## src/hrwa_pkg.sv

```systemverilog
// Shared constants, codes and types of the heart-rate window averager.
`timescale 1ns / 1ps

package hrwa_pkg;

  // Ring depth: number of readings that enter the mean.
  localparam int WINDOW = 10;

  localparam int IDX_W  = (WINDOW > 1) ? $clog2(WINDOW) : 1;
  localparam int CNT_W  = $clog2(WINDOW + 1);
  localparam int SUM_W  = $clog2(WINDOW * 255 + 1);
  localparam int STEP_W = $clog2(SUM_W + 1);

  localparam int RATE_W    = 8;
  localparam int REG_W     = 15;
  localparam int CFG_IDX_W = 2;

  localparam logic [REG_W-1:0] COUNT_MAX     = 15'h7fff;
  localparam logic [REG_W-1:0] WAIT_RESET    = 15'd320;
  localparam logic [REG_W-1:0] TIMEOUT_RESET = 15'd600;

  localparam logic [CFG_IDX_W-1:0] CFG_WAIT_TICKS    = 2'd0;
  localparam logic [CFG_IDX_W-1:0] CFG_TIMEOUT_TICKS = 2'd1;

  typedef enum logic [1:0] {
    STAT_WAITING   = 2'd0,
    STAT_MEASURING = 2'd1,
    STAT_SUCCESS   = 2'd2,
    STAT_TIMEOUT   = 2'd3
  } status_t;

  typedef enum logic [1:0] {
    S_IDLE,
    S_READ,
    S_DIV,
    S_EMIT
  } state_t;

  typedef struct packed {
    logic             start;
    logic [SUM_W-1:0] dividend;
    logic [CNT_W-1:0] divisor;
  } div_req_t;

endpackage

```

## src/hrwa_ring_ram.sv

```systemverilog
// Reading ring: synchronous memory, one write and one registered read port.
`timescale 1ns / 1ps

module hrwa_ring_ram (
  input  logic                        clk,
  input  logic                        we,
  input  logic [hrwa_pkg::IDX_W-1:0]  waddr,
  input  logic [hrwa_pkg::RATE_W-1:0] wdata,
  input  logic                        re,
  input  logic [hrwa_pkg::IDX_W-1:0]  raddr,
  output logic [hrwa_pkg::RATE_W-1:0] rdata
);
  import hrwa_pkg::*;

  logic [RATE_W-1:0] mem [WINDOW];

  always_ff @(posedge clk) begin
    if (we) begin
      mem[waddr] <= wdata;
    end
    if (re) begin
      rdata <= mem[raddr];
    end
  end

endmodule

```

## src/hrwa_div.sv

```systemverilog
// Restoring divider: ring sum over entry count, one quotient bit per cycle.
`timescale 1ns / 1ps

module hrwa_div (
  input  logic                        clk,
  input  logic                        rst_n,
  input  hrwa_pkg::div_req_t          req,
  output logic                        done,
  output logic [hrwa_pkg::RATE_W-1:0] quotient
);
  import hrwa_pkg::*;

  logic              busy_r;
  logic              done_r;
  logic [STEP_W-1:0] step_r;
  logic [CNT_W-1:0]  rem_r;
  logic [CNT_W-1:0]  div_r;
  logic [SUM_W-1:0]  quo_r;

  logic [CNT_W:0]    trial;
  logic [CNT_W:0]    diff;
  logic              ge;

  always_comb begin
    trial = {rem_r, quo_r[SUM_W-1]};
    diff  = trial - {1'b0, div_r};
    ge    = (trial >= {1'b0, div_r});
  end

  always_ff @(posedge clk) begin
    if (!rst_n) begin
      busy_r <= 1'b0;
      done_r <= 1'b0;
      step_r <= '0;
    end else begin
      done_r <= 1'b0;
      if (req.start) begin
        busy_r <= 1'b1;
        step_r <= STEP_W'(SUM_W);
      end else if (busy_r) begin
        step_r <= step_r - 1'b1;
        if (step_r == STEP_W'(1)) begin
          busy_r <= 1'b0;
          done_r <= 1'b1;
        end
      end
    end
  end

  // Shift dividend bits out at the top and quotient bits in at the bottom.
  always_ff @(posedge clk) begin
    if (req.start) begin
      quo_r <= req.dividend;
      rem_r <= '0;
      div_r <= req.divisor;
    end else if (busy_r) begin
      rem_r <= ge ? diff[CNT_W-1:0] : trial[CNT_W-1:0];
      quo_r <= {quo_r[SUM_W-2:0], ge};
    end
  end

  assign done     = done_r;
  assign quotient = quo_r[RATE_W-1:0];

endmodule

```

## src/heart_rate_window_averager_core.sv

```systemverilog
// Top level of the heart-rate window averager: tick control, ring and mean.
`timescale 1ns / 1ps

// Channel | ports                                             | direction
// tick    | in_valid, in_stall, in_sample_ready, in_rate_sample | in
// result  | out_valid, out_stall, out_status,                 | out
//         | out_discard_reading, out_latest_rate, out_average_rate |
// config  | cfg_we, cfg_index, cfg_wdata                      | in
//
// A tick that stores a reading passes accept, ring read, the restoring
// divider steps and result hand-off; any other tick goes from accept
// straight to the hand-off.
// Reset is synchronous and restores the tick limits to 320 and 600; the
// ring itself is not cleared, since only written entries enter the sum.
// A stalled result holds in the output register; the next tick is taken
// meanwhile and its result waits in the pending stage.

module heart_rate_window_averager_core (
  input  logic                           clk,
  input  logic                           rst_n,
  input  logic                           in_valid,
  output logic                           in_stall,
  input  logic                           in_sample_ready,
  input  logic [hrwa_pkg::RATE_W-1:0]    in_rate_sample,
  output logic                           out_valid,
  input  logic                           out_stall,
  output logic [1:0]                     out_status,
  output logic                           out_discard_reading,
  output logic [hrwa_pkg::RATE_W-1:0]    out_latest_rate,
  output logic [hrwa_pkg::RATE_W-1:0]    out_average_rate,
  input  logic                           cfg_we,
  input  logic [hrwa_pkg::CFG_IDX_W-1:0] cfg_index,
  input  logic [hrwa_pkg::REG_W-1:0]     cfg_wdata
);
  import hrwa_pkg::*;

  state_t            state_r, state_nxt;

  logic [REG_W-1:0]  wait_r;
  logic [REG_W-1:0]  timeout_r;
  logic [REG_W-1:0]  elapsed_r;
  logic [IDX_W-1:0]  slot_r;
  logic              full_r;
  logic [SUM_W-1:0]  sum_r;
  logic [RATE_W-1:0] latest_r;
  logic [RATE_W-1:0] avg_r;
  status_t           pend_status_r;
  logic              pend_discard_r;

  logic              out_valid_r;
  logic [1:0]        out_status_r;
  logic              out_discard_r;
  logic [RATE_W-1:0] out_latest_r;
  logic [RATE_W-1:0] out_avg_r;

  // Tick decision
  logic              accept;
  logic              waiting;
  logic              store;
  logic              timeout;

  // Ring update
  logic [RATE_W-1:0] ram_rdata;
  logic [IDX_W:0]    slot_inc;
  logic              wrap;
  logic              full_nxt;
  logic [IDX_W-1:0]  slot_nxt;
  logic [CNT_W-1:0]  count_nxt;
  logic [SUM_W-1:0]  sum_nxt;
  logic [SUM_W-1:0]  old_entry;

  // Control outputs of the sequencer
  logic              idle;
  logic              ram_re;
  logic              ram_we;
  logic              load_out;
  logic              out_free;

  div_req_t          div_req;
  logic              div_done;
  logic [RATE_W-1:0] div_quo;

  assign accept  = in_valid && !in_stall;
  assign waiting = (elapsed_r < wait_r);
  assign store   = !waiting && in_sample_ready;
  assign timeout = !waiting && !in_sample_ready && (elapsed_r > timeout_r);

  // Advance the write slot; wrap at the window and mark the ring full.
  always_comb begin
    slot_inc  = {1'b0, slot_r} + 1'b1;
    wrap      = (slot_inc >= (IDX_W+1)'(WINDOW));
    full_nxt  = full_r || wrap;
    slot_nxt  = wrap ? '0 : slot_inc[IDX_W-1:0];
    count_nxt = full_nxt ? CNT_W'(WINDOW) : slot_inc[CNT_W-1:0];
    // Entry being overwritten leaves the sum only once the ring is full.
    old_entry = full_r ? SUM_W'(ram_rdata) : '0;
    sum_nxt   = sum_r - old_entry + SUM_W'(latest_r);
  end

  assign out_free = !out_valid_r || !out_stall;

  // Next state
  always_comb begin
    state_nxt = state_r;
    case (state_r)
      S_IDLE: begin
        if (accept) begin
          state_nxt = store ? S_READ : S_EMIT;
        end
      end
      S_READ: begin
        state_nxt = S_DIV;
      end
      S_DIV: begin
        if (div_done) begin
          state_nxt = S_EMIT;
        end
      end
      S_EMIT: begin
        if (out_free) begin
          state_nxt = S_IDLE;
        end
      end
      default: begin
        state_nxt = S_IDLE;
      end
    endcase
  end

  // Sequencer outputs
  always_comb begin
    idle     = 1'b0;
    ram_re   = 1'b0;
    ram_we   = 1'b0;
    load_out = 1'b0;
    case (state_r)
      S_IDLE: begin
        idle   = 1'b1;
        ram_re = accept && store;
      end
      S_READ: begin
        ram_we = 1'b1;
      end
      S_DIV: begin
      end
      S_EMIT: begin
        load_out = out_free;
      end
      default: begin
      end
    endcase
  end

  assign in_stall = !idle;

  always_comb begin
    div_req.start    = ram_we;
    div_req.dividend = sum_nxt;
    div_req.divisor  = count_nxt;
  end

  always_ff @(posedge clk) begin
    if (!rst_n) begin
      state_r <= S_IDLE;
    end else begin
      state_r <= state_nxt;
    end
  end

  // Tick limits: the user must write them only while idle; the block itself does not enforce it.
  always_ff @(posedge clk) begin
    if (!rst_n) begin
      wait_r    <= WAIT_RESET;
      timeout_r <= TIMEOUT_RESET;
    end else if (cfg_we) begin
      case (cfg_index)
        CFG_WAIT_TICKS:    wait_r    <= cfg_wdata;
        CFG_TIMEOUT_TICKS: timeout_r <= cfg_wdata;
        default: begin
        end
      endcase
    end
  end

  // Measurement state: counter, slot, running sum and held readings.
  always_ff @(posedge clk) begin
    if (!rst_n) begin
      elapsed_r      <= '0;
      slot_r         <= '0;
      full_r         <= 1'b0;
      sum_r          <= '0;
      latest_r       <= '0;
      avg_r          <= '0;
      pend_status_r  <= STAT_WAITING;
      pend_discard_r <= 1'b0;
    end else begin
      if (accept) begin
        // Restart on success or failure; otherwise count up and saturate.
        if (store || timeout) begin
          elapsed_r <= '0;
        end else if (elapsed_r != COUNT_MAX) begin
          elapsed_r <= elapsed_r + 1'b1;
        end
        pend_discard_r <= waiting;
        if (waiting) begin
          pend_status_r <= STAT_WAITING;
        end else if (store) begin
          pend_status_r <= STAT_SUCCESS;
          latest_r      <= in_rate_sample;
        end else if (timeout) begin
          pend_status_r <= STAT_TIMEOUT;
        end else begin
          pend_status_r <= STAT_MEASURING;
        end
      end
      if (ram_we) begin
        slot_r <= slot_nxt;
        full_r <= full_nxt;
        sum_r  <= sum_nxt;
      end
      if (div_done) begin
        avg_r <= div_quo;
      end
    end
  end

  // Output register: hold while stalled, drop once taken.
  always_ff @(posedge clk) begin
    if (!rst_n) begin
      out_valid_r <= 1'b0;
    end else if (load_out) begin
      out_valid_r <= 1'b1;
    end else if (!out_stall) begin
      out_valid_r <= 1'b0;
    end
  end

  always_ff @(posedge clk) begin
    if (load_out) begin
      out_status_r  <= pend_status_r;
      out_discard_r <= pend_discard_r;
      out_latest_r  <= latest_r;
      out_avg_r     <= avg_r;
    end
  end

  assign out_valid           = out_valid_r;
  assign out_status          = out_status_r;
  assign out_discard_reading = out_discard_r;
  assign out_latest_rate     = out_latest_r;
  assign out_average_rate    = out_avg_r;

  // Read the entry at the slot on accept, write the new reading next cycle.
  hrwa_ring_ram u_ring (
    .clk   (clk),
    .we    (ram_we),
    .waddr (slot_r),
    .wdata (latest_r),
    .re    (ram_re),
    .raddr (slot_r),
    .rdata (ram_rdata)
  );

  hrwa_div u_div (
    .clk      (clk),
    .rst_n    (rst_n),
    .req      (div_req),
    .done     (div_done),
    .quotient (div_quo)
  );

endmodule

```

## config.mk

```make
export PLATFORM = sky130hd
export DESIGN_NAME = heart_rate_window_averager_core
export DESIGN_NICKNAME = d
export VERILOG_FILES = /design/src/hrwa_pkg.sv /design/src/hrwa_ring_ram.sv /design/src/hrwa_div.sv /design/src/heart_rate_window_averager_core.sv
export SDC_FILE = /design/constraint.sdc
export NUM_CORES = 1
export LEC_CHECK = 0
export BUFFER_PORTS_ARGS = -buffer_cell sky130_fd_sc_hd__buf_2
export CELL_PAD_IN_SITES_DETAIL_PLACEMENT = 0
export CELL_PAD_IN_SITES_GLOBAL_PLACEMENT = 1
export CORE_ASPECT_RATIO = 0.5
export CORE_UTILIZATION = 25
export CTS_CLUSTER_DIAMETER = 80
export DETAILED_ROUTE_END_ITERATION = 7
export PLACE_DENSITY_LB_ADDON = 0.1
export SLEW_MARGIN = 20
export SYNTH_ARGS = -nofsm -noshare
export SYNTH_HDL_FRONTEND = slang
export SYNTH_SLANG_ARGS = --single-unit
```

## constraint.sdc

```tcl
create_clock -name clk -period 6.47 [get_ports clk]
set_input_delay 0.9705 -clock clk [delete_from_list [all_inputs] [get_ports clk]]
set_output_delay 0.9705 -clock clk [all_outputs]
set_load 0.02 [all_outputs]
```

==> reports/results.ini <==
[outcome]
status=finished clean

[floorplanning]
io-pin-count=52
core_mm2=0.0394
rows=51
die_height_um=144
initial_core_util_pct=25.7
die_w_um=286
die-area_mm2=0.0413

[timing]
rsz0062_at_grt=false
hold_viol_final=0
fin_crit_sh_pct=50.4
period_minus_slack_ns=3.26
fin_setup_tns_ns=0
finClkSkew_ns=0.0162
report.final.setup_viol=0
max_freq_ghz=0.306
relSlewSlack_pct=32.2
tightestPinTransition_ns=1.01
final_max_slew_viol_count=0

[drt]
drt_iter0_drc=253
wire_per_inst_um=16.4
drt-pass1-iter-count=4
ant_nets=0
wl_um=24600
viasPerCell=4.32
drc=0
vias=6481

[synthesis]
synthFlopType=edfxtp_1
synth_cells=905
synth_top_area_cell=edfxtp_1
yosysUniqueCellTypes=61
syn_avg_cell_area_um2=11.2
synth.top_cells.by_area=edfxtp_1 (37%), dfxtp_1 (19%), ha_1 (7.1%), nand2_1 (3.9%), mux4_2 (3.6%)
synth-async-reset-ratio_pct=0
synth_warnings=0
synth-edff-count=123
yosysTopAreaCellShare_pct=36.5
synth-seq-cells=217
seq_area_frac_synth_pct=55.1
syn_area_mm2=0.0101
syn_nets=1002

[power_and_ir_drop]
power_w=0.00427
vdd_drop_max_mv=0.156
p_leak_nw=4.24
power_density_mw_per_mm2=366

[final_layout]
postLayoutCellArea_mm2=0.0117
diodes=0
syn2layout_area_growth_pct=15.3
drive_gt1_share_pct=13.2
mostFrequentLayoutCells=edfxtp_1 (123), nand2_1 (106), inv_1 (95)
final_common_cell=edfxtp_1
num-nets-final=1051
finalNonFillerCells=1501

[setup_path]
ff2ff_setup_slack_ns=3.21
cp-start-kind=flop
cp_top_family=compound AO/OA/AOI/OAI gates
worstSetupPathType=reg2reg
critPathMaxStageDelay_ns=0.55
critPathLaunch=latest_r[1]
required_ns=6.72
cp_num_buf_inv=2
crit_path_end_kind=flop
slowest_stage=dfxtp_1
worstPathArrival_ns=3.51
r2r_start=latest_r[1]
worstPathMaxFanout=13
worstPathCellList=inv_1 > fa_1 > inv_1 > fa_1 > a21o_1 > a211o_1 > a21oi_1 > o21ai_0 > xor2_1 > nand2_1 > o21ai_0

[clock_tree]
clkTransAtPathRegs_ns=0.06
ctsHoldBuffers=0
cts_resized=0
cts_max_path_buffers=3
tritoncts=yes
cts_sinks=217
post_cts_buffers=0
clkLatencyLatePin_ns=0.52
numCtsBuffers=23
cts-htree-levels=1
cts_root_buffer=clkbuf_16

[global_routing]
grtUsageMet1_pct=15.9
overflow=0
grt_max_degree=52
grt_util_all_layers_pct=12.4
gr-usage-met3_pct=2.22
grt_use_met2_pct=22.1
grt_antenna_before_repair=0
grt-busiest-layer=met2
grt_pass1_wl_um=39100
grt_pass1_vias=6766

[placement]
gp_congestion=0.747
dpl_cell_area_mm2=0.0110
dp.cells=1459
io_buffers=51
dp_hpwl_um=16800

[job]
maxCapViolCount=0

[hold_path]
hp-class=reg2reg
min_from=avg_r[2]

[per-stage QoR]
step	setup slack [ns]	utilization (%)	hold WS, ns
floorplan	3.52	-	0.408
global placement	3.22	27.9	0.420
detailed placement	3.17	27.9	0.425
CTS	3.15	29.6	0.423
global route	2.96	29.6	0.439
finish	3.21	29.6	0.419
[per-layer routing]
metal / up-vias / share of wire, %
li1: 3270 / -
met1: 3129 / 47
met2: 53 / 49
met3: 29 / 2.6
met4: 0 / 1.5
met5: - / 0
[cells in the mapped netlist (19+ instances only)]
cell type	count
a21boi_0	37
a21oi_1	32
clkbuf_1	26
dfxtp_1	94
edfxtp_1	123
ha_1	57
inv_1	95
mux2i_1	23
nand2_1	106
nand3_1	25
nor2_1	52
nor2b_1	19
o21ai_0	34
[logic make-up after synthesis]
logic type                 count (synthesis)  synth area share [%]
muxes                                     40                  5.95
buffers and inverters                    132                  5.05
xor gates and xnor gates                  24                  2.08
and+or+nand+nor                          269                  12.7
adders and majority gates                 66                  8.84
DFF                                      217                  55.1
AOI/OAI and AO/OA                        157                  10.2
[where the power goes]
part / internal, W / switching [W] / total (W)
Clock: 0.000696 / 0.000558 / 0.00125
Sequential: 0.00166 / 0.000106 / 0.00177
Combinational: 0.000514 / 0.000730 / 0.00124
[final timing paths]
path	endpoint	depth (start not counted)
max	u_div.quo_r[10]	11
min	out_average_rate[2]	0
max reg2reg	u_div.quo_r[10]	11
min reg2reg	out_average_rate[2]	0
[flip-flops by register name (all words and copies together) (netlist names)]
register             flops
u_div.rem_r              4
pend_status_r            2
wait_r                  15
full_r                   1
out_average_rate         8
out_status               2
state_r                  2
u_div.div_r              4
slot_r                   4
latest_r                 8
sum_r                   12
out_discard_reading      1
u_div.step_r             4
avg_r                    8
elapsed_r               15
u_ring.rdata             8
out_valid                1
u_div.quo_r             12
u_div.done               1
timeout_r               15
u_ring.mem              80
pend_discard_r           1
out_latest_rate          8
u_div.busy_r             1
[cell type report]
cell class | instances | area, um^2
inverters | 96 | 360
repair buffers | 60 | 323
fillers | 4071 | 27700
flip-flops and latches | 217 | 5580
well taps | 530 | 663
multi-input cells | 556 | 4040
clock inverters | 14 | 98.8
clock buffers | 28 | 594
[worst reg2reg max path, delay by kind of cell, from the launching register on]
kind | cells | cell delay, ns
compound gates | 5 | 1.03
xor+xnor | 1 | 0.17
fa+ha+maj | 2 | 0.98
buf+inv | 2 | 0.18
flops | 1 | 0.55
simple gates | 1 | 0.09
(Power assumes the default switching activity.)
